[src/rtl/ow_pkg.sv]
package ow_pkg;

    localparam int OpWidth = 3;
    localparam int ByteWidth = 8;
    localparam int TickWidth = 11;
    localparam int BitIdxWidth = 4;
    localparam int CfgIdxWidth = 3;
    localparam int CfgDataWidth = 10;

    localparam logic [ByteWidth-1:0] CrcPoly = 8'h8C;

    typedef enum logic [OpWidth-1:0] {
        OP_NONE       = 3'd0,
        OP_BUS_RESET  = 3'd1,
        OP_WRITE_BIT  = 3'd2,
        OP_READ_BIT   = 3'd3,
        OP_WRITE_BYTE = 3'd4,
        OP_READ_BYTE  = 3'd5
    } op_t;

    typedef enum logic [CfgIdxWidth-1:0] {
        REG_RESET_LOW     = 3'd0,
        REG_PRESENCE_WAIT = 3'd1,
        REG_RESET_TAIL    = 3'd2,
        REG_SHORT_LOW     = 3'd3,
        REG_LONG_LOW      = 3'd4,
        REG_READ_SAMPLE   = 3'd5,
        REG_SLOT          = 3'd6
    } cfg_idx_t;

    typedef enum logic [4:0] {
        PH_IDLE     = 5'b00001,
        PH_RST_LOW  = 5'b00010,
        PH_RST_WAIT = 5'b00100,
        PH_RST_TAIL = 5'b01000,
        PH_SLOT     = 5'b10000
    } phase_t;

    typedef struct packed {
        logic [9:0] reset_low_us;
        logic [7:0] presence_wait_us;
        logic [9:0] reset_tail_us;
        logic [5:0] short_low_us;
        logic [6:0] long_low_us;
        logic [6:0] read_sample_us;
        logic [7:0] slot_us;
    } timing_cfg_t;

    typedef struct packed {
        logic                 drive_low;
        logic                 busy_res;
        logic                 done_res;
        logic                 presence;
        logic [ByteWidth-1:0] read_data;
        logic [ByteWidth-1:0] crc_value;
    } result_t;

    localparam logic [9:0] ResetLowDefault = 10'd480;
    localparam logic [7:0] PresenceWaitDefault = 8'd70;
    localparam logic [9:0] ResetTailDefault = 10'd410;
    localparam logic [5:0] ShortLowDefault = 6'd6;
    localparam logic [6:0] LongLowDefault = 7'd60;
    localparam logic [6:0] ReadSampleDefault = 7'd15;
    localparam logic [7:0] SlotDefault = 8'd70;

    // Dallas CRC-8, reflected, one byte folded in bit by bit.
    function automatic logic [ByteWidth-1:0] crc8_byte(
        input logic [ByteWidth-1:0] crc_in,
        input logic [ByteWidth-1:0] data
    );
        logic [ByteWidth-1:0] crc;
        crc = crc_in ^ data;
        for (int k = 0; k < ByteWidth; k++) begin
            if (crc[0]) begin
                crc = (crc >> 1) ^ CrcPoly;
            end else begin
                crc = crc >> 1;
            end
        end
        return crc;
    endfunction

endpackage

[src/rtl/ow_cfg_regs.sv]
module ow_cfg_regs
    import ow_pkg::*;
(
    input  logic                    aclk,
    input  logic                    aresetn,
    input  logic                    cfg_valid,
    output logic                    cfg_ready,
    input  logic [CfgIdxWidth-1:0]  cfg_index,
    input  logic [CfgDataWidth-1:0] cfg_data,
    output timing_cfg_t             timing_cfg
);

    timing_cfg_t cfg_reg;
    timing_cfg_t cfg_next;

    assign cfg_ready = 1'b1;
    assign timing_cfg = cfg_reg;

    always_comb begin
        cfg_next = cfg_reg;
        if (cfg_valid) begin
            unique case (cfg_idx_t'(cfg_index))
                REG_RESET_LOW:     cfg_next.reset_low_us = cfg_data[9:0];
                REG_PRESENCE_WAIT: cfg_next.presence_wait_us = cfg_data[7:0];
                REG_RESET_TAIL:    cfg_next.reset_tail_us = cfg_data[9:0];
                REG_SHORT_LOW:     cfg_next.short_low_us = cfg_data[5:0];
                REG_LONG_LOW:      cfg_next.long_low_us = cfg_data[6:0];
                REG_READ_SAMPLE:   cfg_next.read_sample_us = cfg_data[6:0];
                REG_SLOT:          cfg_next.slot_us = cfg_data[7:0];
                default:           cfg_next = cfg_reg;
            endcase
        end
    end

    always_ff @(posedge aclk) begin
        if (!aresetn) begin
            cfg_reg.reset_low_us <= ResetLowDefault;
            cfg_reg.presence_wait_us <= PresenceWaitDefault;
            cfg_reg.reset_tail_us <= ResetTailDefault;
            cfg_reg.short_low_us <= ShortLowDefault;
            cfg_reg.long_low_us <= LongLowDefault;
            cfg_reg.read_sample_us <= ReadSampleDefault;
            cfg_reg.slot_us <= SlotDefault;
        end else begin
            cfg_reg <= cfg_next;
        end
    end

endmodule

[src/rtl/ow_seq.sv]
module ow_seq
    import ow_pkg::*;
(
    input  logic                 aclk,
    input  logic                 aresetn,
    input  logic                 step_en,
    input  logic [OpWidth-1:0]   operation,
    input  logic [ByteWidth-1:0] write_data,
    input  logic                 line_level,
    input  timing_cfg_t          timing_cfg,
    output result_t              result
);

    phase_t                 phase_reg, phase_next, ph_cur;
    logic [TickWidth-1:0]   tick_reg, tick_next, tc_cur, tc_inc;
    logic [BitIdxWidth-1:0] bit_idx_reg, bit_idx_next, bi_cur, bi_inc;
    logic [ByteWidth-1:0]   shift_reg, shift_next, sb_cur, sb_mod;
    logic [OpWidth-1:0]     cmd_reg, cmd_next, cmd_cur;
    logic                   presence_reg, presence_next;
    logic [ByteWidth-1:0]   crc_reg, crc_next, crc_cur;
    logic [ByteWidth-1:0]   read_reg, read_next;
    logic                   is_read, is_byte, cur_bit, drive, done;
    logic [6:0]             low_time;
    logic [7:0]             slot_len, sample_len;

    always_comb begin
        ph_cur = phase_reg;
        tc_cur = tick_reg;
        bi_cur = bit_idx_reg;
        sb_cur = shift_reg;
        cmd_cur = cmd_reg;
        crc_cur = crc_reg;
        if (phase_reg == PH_IDLE) begin
            if (op_t'(operation) == OP_BUS_RESET) begin
                cmd_cur = operation;
                ph_cur = PH_RST_LOW;
                tc_cur = '0;
                crc_cur = '0;
            end else if (op_t'(operation) == OP_WRITE_BIT || op_t'(operation) == OP_READ_BIT
                      || op_t'(operation) == OP_WRITE_BYTE
                      || op_t'(operation) == OP_READ_BYTE) begin
                cmd_cur = operation;
                ph_cur = PH_SLOT;
                tc_cur = '0;
                bi_cur = '0;
                sb_cur = (op_t'(operation) == OP_WRITE_BIT
                       || op_t'(operation) == OP_WRITE_BYTE) ? write_data : '0;
            end
        end

        is_read = (op_t'(cmd_cur) == OP_READ_BIT) || (op_t'(cmd_cur) == OP_READ_BYTE);
        is_byte = (op_t'(cmd_cur) == OP_WRITE_BYTE) || (op_t'(cmd_cur) == OP_READ_BYTE);
        cur_bit = sb_cur[bi_cur[2:0]];
        low_time = (is_read || cur_bit) ? {1'b0, timing_cfg.short_low_us}
                                        : timing_cfg.long_low_us;
        slot_len = timing_cfg.slot_us;
        if ({1'b0, low_time} > slot_len) begin
            slot_len = {1'b0, low_time};
        end
        sample_len = {1'b0, timing_cfg.read_sample_us} + 8'd1;
        if (is_read && sample_len > slot_len) begin
            slot_len = sample_len;
        end
        tc_inc = tc_cur + 11'd1;
        bi_inc = bi_cur + 4'd1;
        sb_mod = sb_cur;

        phase_next = ph_cur;
        tick_next = tc_cur;
        bit_idx_next = bi_cur;
        shift_next = sb_cur;
        cmd_next = cmd_cur;
        crc_next = crc_cur;
        presence_next = presence_reg;
        read_next = read_reg;
        drive = 1'b0;
        done = 1'b0;

        unique case (ph_cur)
            PH_RST_LOW: begin
                drive = 1'b1;
                tick_next = tc_inc;
                if (tc_inc >= {1'b0, timing_cfg.reset_low_us}) begin
                    phase_next = PH_RST_WAIT;
                    tick_next = '0;
                end
            end
            PH_RST_WAIT: begin
                if (tc_cur >= {3'b0, timing_cfg.presence_wait_us}) begin
                    presence_next = ~line_level;
                    if (timing_cfg.reset_tail_us <= 10'd1) begin
                        phase_next = PH_IDLE;
                        done = 1'b1;
                    end else begin
                        phase_next = PH_RST_TAIL;
                        tick_next = 11'd1;
                    end
                end else begin
                    tick_next = tc_inc;
                end
            end
            PH_RST_TAIL: begin
                tick_next = tc_inc;
                if (tc_inc >= {1'b0, timing_cfg.reset_tail_us}) begin
                    phase_next = PH_IDLE;
                    done = 1'b1;
                end
            end
            PH_SLOT: begin
                drive = tc_cur < {4'b0, low_time};
                if (is_read && tc_cur == {4'b0, timing_cfg.read_sample_us}) begin
                    sb_mod[bi_cur[2:0]] = line_level;
                end
                shift_next = sb_mod;
                if (tc_inc >= {3'b0, slot_len}) begin
                    bit_idx_next = bi_inc;
                    tick_next = '0;
                    if (bi_inc >= (is_byte ? 4'd8 : 4'd1)) begin
                        if (op_t'(cmd_cur) == OP_READ_BIT) begin
                            read_next = {7'b0, sb_mod[0]};
                        end
                        if (op_t'(cmd_cur) == OP_READ_BYTE) begin
                            read_next = sb_mod;
                            crc_next = crc8_byte(crc_cur, sb_mod);
                        end
                        bit_idx_next = '0;
                        phase_next = PH_IDLE;
                        done = 1'b1;
                    end
                end else begin
                    tick_next = tc_inc;
                end
            end
            default: begin
                phase_next = PH_IDLE;
            end
        endcase

        result.drive_low = drive;
        result.busy_res = (phase_next != PH_IDLE);
        result.done_res = done;
        result.presence = presence_next;
        result.read_data = read_next;
        result.crc_value = crc_next;
    end

    always_ff @(posedge aclk) begin
        if (!aresetn) begin
            phase_reg <= PH_IDLE;
            tick_reg <= '0;
            bit_idx_reg <= '0;
            shift_reg <= '0;
            cmd_reg <= '0;
            presence_reg <= 1'b0;
            crc_reg <= '0;
            read_reg <= '0;
        end else if (step_en) begin
            phase_reg <= phase_next;
            tick_reg <= tick_next;
            bit_idx_reg <= bit_idx_next;
            shift_reg <= shift_next;
            cmd_reg <= cmd_next;
            presence_reg <= presence_next;
            crc_reg <= crc_next;
            read_reg <= read_next;
        end
    end

endmodule

[src/rtl/onewire_bus_master_unit.sv]
// Each accepted item is held in the input register and its result item is captured in the result register.
// Throughput: one item per cycle unless m_tready stalls; the sequencer state advances once per item.
// The input register and the result register stall only on m_tready.
// Reset (aresetn low, synchronous) clears the sequencer to idle, presence, read data
// and CRC to zero, and loads the timing registers with their defaults.
module onewire_bus_master_unit
    import ow_pkg::*;
(
    input  logic                    aclk,
    input  logic                    aresetn,
    input  logic                    s_tvalid,
    output logic                    s_tready,
    input  logic [15:0]             s_tdata,  // write_data[7:0], line_level[8], zero
    input  logic [OpWidth-1:0]      s_tuser,  // operation[2:0]
    output logic                    m_tvalid,
    input  logic                    m_tready,
    // drive_low[0], busy_res[1], done_res[2], presence[3], read_data[11:4],
    // crc_value[19:12], zero
    output logic [23:0]             m_tdata,
    input  logic                    cfg_valid,
    output logic                    cfg_ready,
    input  logic [CfgIdxWidth-1:0]  cfg_index,
    input  logic [CfgDataWidth-1:0] cfg_data
);

    logic                 in_valid_reg;
    logic [OpWidth-1:0]   in_op_reg;
    logic [ByteWidth-1:0] in_data_reg;
    logic                 in_line_reg;
    logic                 out_valid_reg;
    result_t              out_reg;
    result_t              step_result;
    timing_cfg_t          timing_cfg;
    logic                 step_fire;

    assign step_fire = in_valid_reg && (!out_valid_reg || m_tready);
    assign s_tready = !in_valid_reg || step_fire;
    assign m_tvalid = out_valid_reg;
    assign m_tdata = {4'b0, out_reg.crc_value, out_reg.read_data, out_reg.presence,
                      out_reg.done_res, out_reg.busy_res, out_reg.drive_low};

    ow_cfg_regs u_cfg (
        .aclk       (aclk),
        .aresetn    (aresetn),
        .cfg_valid  (cfg_valid),
        .cfg_ready  (cfg_ready),
        .cfg_index  (cfg_index),
        .cfg_data   (cfg_data),
        .timing_cfg (timing_cfg)
    );

    ow_seq u_seq (
        .aclk       (aclk),
        .aresetn    (aresetn),
        .step_en    (step_fire),
        .operation  (in_op_reg),
        .write_data (in_data_reg),
        .line_level (in_line_reg),
        .timing_cfg (timing_cfg),
        .result     (step_result)
    );

    always_ff @(posedge aclk) begin
        if (!aresetn) begin
            in_valid_reg <= 1'b0;
            out_valid_reg <= 1'b0;
        end else begin
            if (s_tready) begin
                in_valid_reg <= s_tvalid;
            end
            if (step_fire) begin
                out_valid_reg <= 1'b1;
            end else if (m_tready) begin
                out_valid_reg <= 1'b0;
            end
        end
    end

    always_ff @(posedge aclk) begin
        if (s_tready && s_tvalid) begin
            in_op_reg <= s_tuser;
            in_data_reg <= s_tdata[7:0];
            in_line_reg <= s_tdata[8];
        end
        if (step_fire) begin
            out_reg <= step_result;
        end
    end

endmodule

[config.mk]
export PLATFORM = sky130hd
export DESIGN_NAME = onewire_bus_master_unit
export DESIGN_NICKNAME = d
export VERILOG_FILES = /design/src/rtl/ow_pkg.sv /design/src/rtl/ow_cfg_regs.sv /design/src/rtl/ow_seq.sv /design/src/rtl/onewire_bus_master_unit.sv
export SDC_FILE = /design/constraint.sdc
export NUM_CORES = 1
export LEC_CHECK = 0
export BUFFER_PORTS_ARGS = -buffer_cell sky130_fd_sc_hd__buf_4
export CORE_MARGIN = 5
export CORE_UTILIZATION = 34
export CTS_CLUSTER_SIZE = 14
export DETAILED_ROUTE_END_ITERATION = 10
export PLACE_DENSITY_LB_ADDON = 0.2
export SLEW_MARGIN = 20
export SYNTH_ARGS = -nofsm -noshare
export SYNTH_HDL_FRONTEND = slang
export SYNTH_SLANG_ARGS = --single-unit
[constraint.sdc]
create_clock -name aclk -period 20.9 [get_ports aclk]
set_input_delay 2.09 -clock aclk [delete_from_list [all_inputs] [get_ports aclk]]
set_output_delay 2.09 -clock aclk [all_outputs]
set_load 0.005 [all_outputs]
==> impl_metrics.env, run 1 <==
export IMPL_ys_seq_area_share_pct=33.73
export IMPL_n_fill_cell=2763
export IMPL_critPathLaunchType="flip-flop"
export IMPL_antenna_found_initial=0
export IMPL_endpoint_kind="flip-flop"
export IMPL_dpl_instance_area_um2=9656
export IMPL_diodes=0
export IMPL_timing_hold_violations_final=0
export IMPL_ir_worst_vdd_uv=38.85
export IMPL_criticalPathCategory="reg -> reg"
export IMPL_clkTransAtPathRegs_ns=0.07
export IMPL_worstPathArrival_ns=10.23
export IMPL_hold_buffers=0
export IMPL_post_drt_wl_per_cell_um=17.38
export IMPL_root_buffer="clkbuf_16"
export IMPL_clock_sinks=138
export IMPL_io_buffers=51
export IMPL_yosysUniqueCellTypes=85
export IMPL_path_max_fanout=22
export IMPL_synth_edf_count=32
export IMPL_synth_area_leader_cell="dfxtp_1"
export IMPL_worstHoldPathCells=2
export IMPL_synth_area_top_cells="dfxtp_1, edfxtp_1, ha_1"
export IMPL_ioPinCount=64
export IMPL_cts_tree="built"
export IMPL_status="completed"
export IMPL_skew_ns=0.01078
export IMPL_grt_total_usage_pct=16.74
export IMPL_insertion_delay_ns=0.43
export IMPL_cts_htree_levels=4
export IMPL_cts_buffer_depth=2
export IMPL_max_freq_ghz=0.09952
export IMPL_cp_slowest_stage_delay_ns=0.84
export IMPL_cts_setup_buffers=0
export IMPL_hold_class="reg -> reg"
export IMPL_gp_congestion=0.8588
export IMPL_drtIter0Drc=466
export IMPL_dieArea_um2=30260
export IMPL_grt_pass1_vias=7393
export IMPL_yosysTopAreaCellShare_pct=23.22
export IMPL_avgSynthCellArea_um2=8.485
export IMPL_dp_hpwl_um=17890
export IMPL_fp_row_count=60
export IMPL_ys_flop_type="dfxtp_1"
export IMPL_ant_nets=0
export IMPL_p_per_area_nw_per_um2=69.57
export IMPL_critPathRequiredTime_ns=21.08
export IMPL_grt_setup_unrepaired="no"
export IMPL_tightest_slew_ns=1.026
export IMPL_largest_reg_flops=56
export IMPL_drt_wl_total_um=25070
export IMPL_hold_slack_ns=0.4577
export IMPL_grt_max_degree=79
export IMPL_core_area_um2=26730
export IMPL_cp_slowest_cell="nand4_1"
export IMPL_start_util_pct=34.19
export IMPL_post_cts_resized=0
export IMPL_yosysWarningCount=0
export IMPL_reg2regPathDepth=35
export IMPL_drv_cap=0
export IMPL_postLayoutCellArea_um2=10240
export IMPL_fin_crit_sh_pct=48.08
export IMPL_cts_buffers=17
export IMPL_fin_nets=1187
export IMPL_vias_per_cell=5.320
export IMPL_area_growth_pct=12.01
export IMPL_maxSlewViolCount=0
export IMPL_drt_pass1_iter_count=5
export IMPL_syn_inst=1077
export IMPL_synth_cell_area_um2=9139
export IMPL_tns_ns=0
export IMPL_ys_ff_latch=138
export IMPL_layout_drive_gt1_share_pct=11.63
export IMPL_drc=0
export IMPL_p_leak_nw=4.255
export IMPL_slew_headroom_pct=31.53
export IMPL_vias=7672
export IMPL_async_flop_share_pct=0
export IMPL_grt_pass1_wl_um=40770
export IMPL_setup_viol=0
export IMPL_grt_ovfl_total=0
export IMPL_fp_dieH_um=173.9
export IMPL_die_w_um=173.9
export IMPL_fin_crit_ns=10.05
area by class of cell:
| type | count | area (µm²) | share of cell area, % |
|---|---|---|---|
| clock buffer | 17 | 425.4 | 4.156 |
| clock inverter | 15 | 155.1 | 1.516 |
| inverter | 58 | 217.7 | 2.127 |
| multi-input combinational | 818 | 5515 | 53.88 |
| sequential | 138 | 3083 | 30.12 |
| tap | 341 | 426.7 | 4.168 |
| timing repair buffer | 55 | 412.9 | 4.034 |
cell usage after synthesis, types with 6 or more instances:
| library cell | number |
|---|---|
| buf_2 | 6 |
| ha_1 | 62 |
| mux2_2 | 9 |
| a21oi_1 | 50 |
| nand2b_1 | 12 |
| a31oi_1 | 8 |
| or3_1 | 12 |
| o21ai_0 | 40 |
| o21a_1 | 12 |
| nand4_1 | 14 |
| edfxtp_1 | 32 |
| nor2_1 | 75 |
| inv_1 | 58 |
| o211ai_1 | 18 |
| and2_1 | 19 |
| a21boi_0 | 28 |
| clkbuf_1 | 44 |
| mux2i_1 | 30 |
| xnor2_1 | 21 |
| nand3_1 | 38 |
| buf_6 | 7 |
| dfxtp_1 | 106 |
| buf_4 | 7 |
| xor2_1 | 15 |
| nor2b_1 | 26 |
| and3_1 | 8 |
| nor3_1 | 20 |
| or4_1 | 6 |
| o31ai_1 | 6 |
| nand2_1 | 155 |
| nor4_1 | 10 |
| a21o_1 | 19 |
worst max-delay path, delay by kind of cell, from the launching register on:
family          cells  cell delay, ns
flops               1            0.51
buf+inv             1            0.08
mux                 4            1.61
compound gates     14            2.62
fa+ha+maj           3            0.92
simple gates       13            4.00
placed cells by master (no fill, tap or decap), drive strengths merged, types with 15 or more instances in the layout:
cell type  synthesis  final
a21boi            28     28
a21o              19     19
a21oi             51     51
and2              21     21
buf               22     55
clkbuf            44     17
dfxtp            106    106
edfxtp            32     32
ha                62     62
inv               58     67
mux2i             31     31
nand2            156    156
nand3             40     40
nor2              76     76
nor2b             26     26
nor3              21     21
o211ai            18     18
o21ai             44     44
xnor2             22     22
xor2              15     15
report_power, final:
group / internal [W] / switching (W) / leakage, nW / total [W]
combinational: 0.0000481 / 0.0000697 / 2.81 / 0.000118
sequential: 0.000282 / 0.00000735 / 1.17 / 0.000289
clock: 0.000169 / 0.000136 / 0.279 / 0.000305
layer usage:
metal	vias up	GRT usage [%]	wire, µm
met2	156	26.26	11130
met1	3664	23.93	12580
met5	-	0	0
li1	3827	-	-
met3	25	2.806	958
met4	0	4.454	404
worst paths after layout:
check | startpoint | end | slack [ns]
worst min register to register | u_cfg.timing_cfg[49]$_SDFFE_PN0P_ | u_cfg.timing_cfg[49]$_SDFFE_PN0P_ | 0.46
worst max register to register | u_seq.phase_reg[0]$_SDFFE_PN1P_ | m_tdata[12]$_DFFE_PP_ | 10.85
worst min-delay path | u_cfg.timing_cfg[49]$_SDFFE_PN0P_ | u_cfg.timing_cfg[49]$_SDFFE_PN0P_ | 0.46
worst max-delay path | u_seq.phase_reg[0]$_SDFFE_PN1P_ | m_tdata[12]$_DFFE_PP_ | 10.85
metrics by stage:
stage	setup slack, ns	total power, W	utilization, %	cells
final	10.85	0.0007121	38.30	1442
after global placement	10.92	0.0004121	36.13	1410
after floorplan	12.95	0.0003804	-	1080
after CTS	10.84	0.0007206	38.30	1442
after detailed placement	10.90	0.0004126	36.13	1410
after global routing	10.03	0.0007450	38.30	1442
cell families after synthesis:
kind of cell             synth area share [%]
flip-flops                              33.73
XOR/XNOR                                4.751
multiplexers                            5.038
adder cells (fa/ha/maj)                 8.488
other                                 0.08218
AO/OA/AOI/OAI                           18.46
AND/OR/NAND/NOR                         23.41
buffers and inverters                   6.038
(Power assumes the default switching activity.)
==> run 2: changes to the inputs <==
clock period = 8.6 ns   (was 20.9 ns; I/O delays follow)
==> impl_metrics.env, run 2 (synthesis results as in run 1) <==
export IMPL_cts_htree_levels=4
export IMPL_critPathRequiredTime_ns=8.77
export IMPL_timing_hold_violations_final=0
export IMPL_worstPathArrival_ns=8.20
export IMPL_vias_per_cell=5.260
export IMPL_fin_crit_ns=8.027
export IMPL_layout_drive_gt1_share_pct=13.78
export IMPL_grt_ovfl_total=0
export IMPL_insertion_delay_ns=0.42
export IMPL_max_freq_ghz=0.1246
export IMPL_start_util_pct=34.19
export IMPL_area_growth_pct=14.13
export IMPL_gp_congestion=0.8706
export IMPL_setup_viol=0
export IMPL_ir_worst_vdd_uv=90.38
export IMPL_core_area_um2=26730
export IMPL_final_cell_mix="nand2_1, dfxtp_1, buf_4"
export IMPL_hold_class="reg -> reg"
export IMPL_clock_sinks=138
export IMPL_hold_slack_ns=0.4559
export IMPL_hold_buffers=0
export IMPL_antenna_found_initial=0
export IMPL_io_buffers=51
export IMPL_fp_row_count=60
export IMPL_drc=0
export IMPL_status="completed"
export IMPL_cts_tree="built"
export IMPL_grt_pass1_wl_um=41170
export IMPL_criticalPathCategory="reg -> reg"
export IMPL_root_buffer="clkbuf_16"
export IMPL_vias=7711
export IMPL_fp_dieH_um=173.9
export IMPL_finish_utilization_pct=39.03
export IMPL_cp_slowest_stage_delay_ns=0.49
export IMPL_dp_hpwl_um=18190
export IMPL_fin_crit_sh_pct=93.33
export IMPL_grt_max_degree=75
export IMPL_endpoint_kind="flip-flop"
export IMPL_crit_top_cell="o21a_1"
export IMPL_maxSlewViolCount=0
export IMPL_tightest_slew_ns=1.029
export IMPL_drv_cap=0
export IMPL_clkTransAtPathRegs_ns=0.07
export IMPL_cp_slowest_cell="mux4_2"
export IMPL_largest_reg_flops=56
export IMPL_post_drt_wl_per_cell_um=17.18
export IMPL_p_per_area_nw_per_um2=163.9
export IMPL_p_leak_nw=4.357
export IMPL_cts_buffer_depth=2
export IMPL_die_w_um=173.9
export IMPL_cts_buffers=17
export IMPL_fin_nets=1211
export IMPL_ant_nets=0
export IMPL_diodes=0
export IMPL_path_max_fanout=11
export IMPL_dieArea_um2=30260
export IMPL_skew_ns=0.01493
export IMPL_ioPinCount=64
export IMPL_grt_total_usage_pct=16.86
export IMPL_n_fill_cell=2712
export IMPL_grt_pass1_vias=7374
export IMPL_final_common_cell="nand2_1"
export IMPL_drt_wl_total_um=25190
export IMPL_drt_pass1_iter_count=5
export IMPL_slew_headroom_pct=31.31
export IMPL_critPathLaunchType="flip-flop"
export IMPL_drtIter0Drc=560
[run 2: changes by cell type in the layout (fill, tap and decap cells not counted), moves of 2 or more]
cell / change
inv_8: -4
clkbuf_1: +2
a21oi_1: -2
a21oi_2: +2
buf_4: +23
[run 2: worst paths after layout]
path	start	end	slack (ns)	cells after the start
worst max register to register	in_op_reg[1]$_DFFE_PP_	m_tdata[12]$_DFFE_PP_	0.57	40
worst max-delay path	in_op_reg[1]$_DFFE_PP_	m_tdata[12]$_DFFE_PP_	0.57	40
worst min-delay path	u_cfg.timing_cfg[49]$_SDFFE_PN0P_	u_cfg.timing_cfg[49]$_SDFFE_PN0P_	0.46	2
worst min register to register	u_cfg.timing_cfg[49]$_SDFFE_PN0P_	u_cfg.timing_cfg[49]$_SDFFE_PN0P_	0.46	2
[run 2: cell type report]
cell class,instances,area [µm²],area share (%)
multi-input combinational,818,5545,53.17
sequential,138,3083,29.56
timing repair buffer,79,605.6,5.806
clock buffer,19,432.9,4.151
tap,341,426.7,4.091
inverter,58,217.7,2.087
clock inverter,13,118.9,1.140
[run 2: layer usage]
layer / track usage, % / routed length (µm) / vias up
met5: 0 / 0 / -
met4: 4.388 / 483 / 0
met3: 2.936 / 1033 / 27
met2: 25.41 / 10860 / 168
met1: 24.93 / 12820 / 3619
li1: - / - / 3897
[run 2: what timing repair did]
item / CTS / global route
endpoints found under the hold margin: 0 / 0
setup endpoints to repair: 0 / 34
setup buffers: 0 / 1
resized for setup: 0 / 8
[run 2: critical path: cells and delay by family, from the launching register on]
family,cells,cell delay [ns]
AO/OA/AOI/OAI,15,2.51
XOR/XNOR,1,0.23
adder cells (fa/ha/maj),3,0.84
buffers and inverters,6,0.85
flip-flops,1,0.43
multiplexers,3,1.08
AND/OR/NAND/NOR,12,1.82
[run 2: stage by stage]
stage | power [W] | instances | area (µm²) | setup WS (ns) | TNS [ns]
6_report | 0.001709 | 1466 | 10430 | 0.5733 | 0
5_1_grt | 0.001798 | 1466 | 10430 | -0.01651 | -0.01651
4_1_cts | 0.001727 | 1465 | 10380 | 0.1814 | 0
3_5_place_dp | 0.001016 | 1433 | 9828 | 0.1715 | 0
3_3_place_gp | 0.001014 | 1433 | 9828 | 0.2920 | 0
2_1_floorplan | 0.0009245 | 1080 | 9150 | 0.6499 | 0
[run 2: where the power goes]
| part | switching, W | total [W] | leakage, nW | internal [W] |
|---|---|---|---|---|
| clock network | 0.000302 | 0.000702 | 0.262 | 0.000400 |
| registers | 0.0000160 | 0.000702 | 1.17 | 0.000686 |
| logic | 0.000176 | 0.000305 | 2.92 | 0.000130 |
| total | 0.000493 | 0.00171 | 4.36 | 0.00122 |
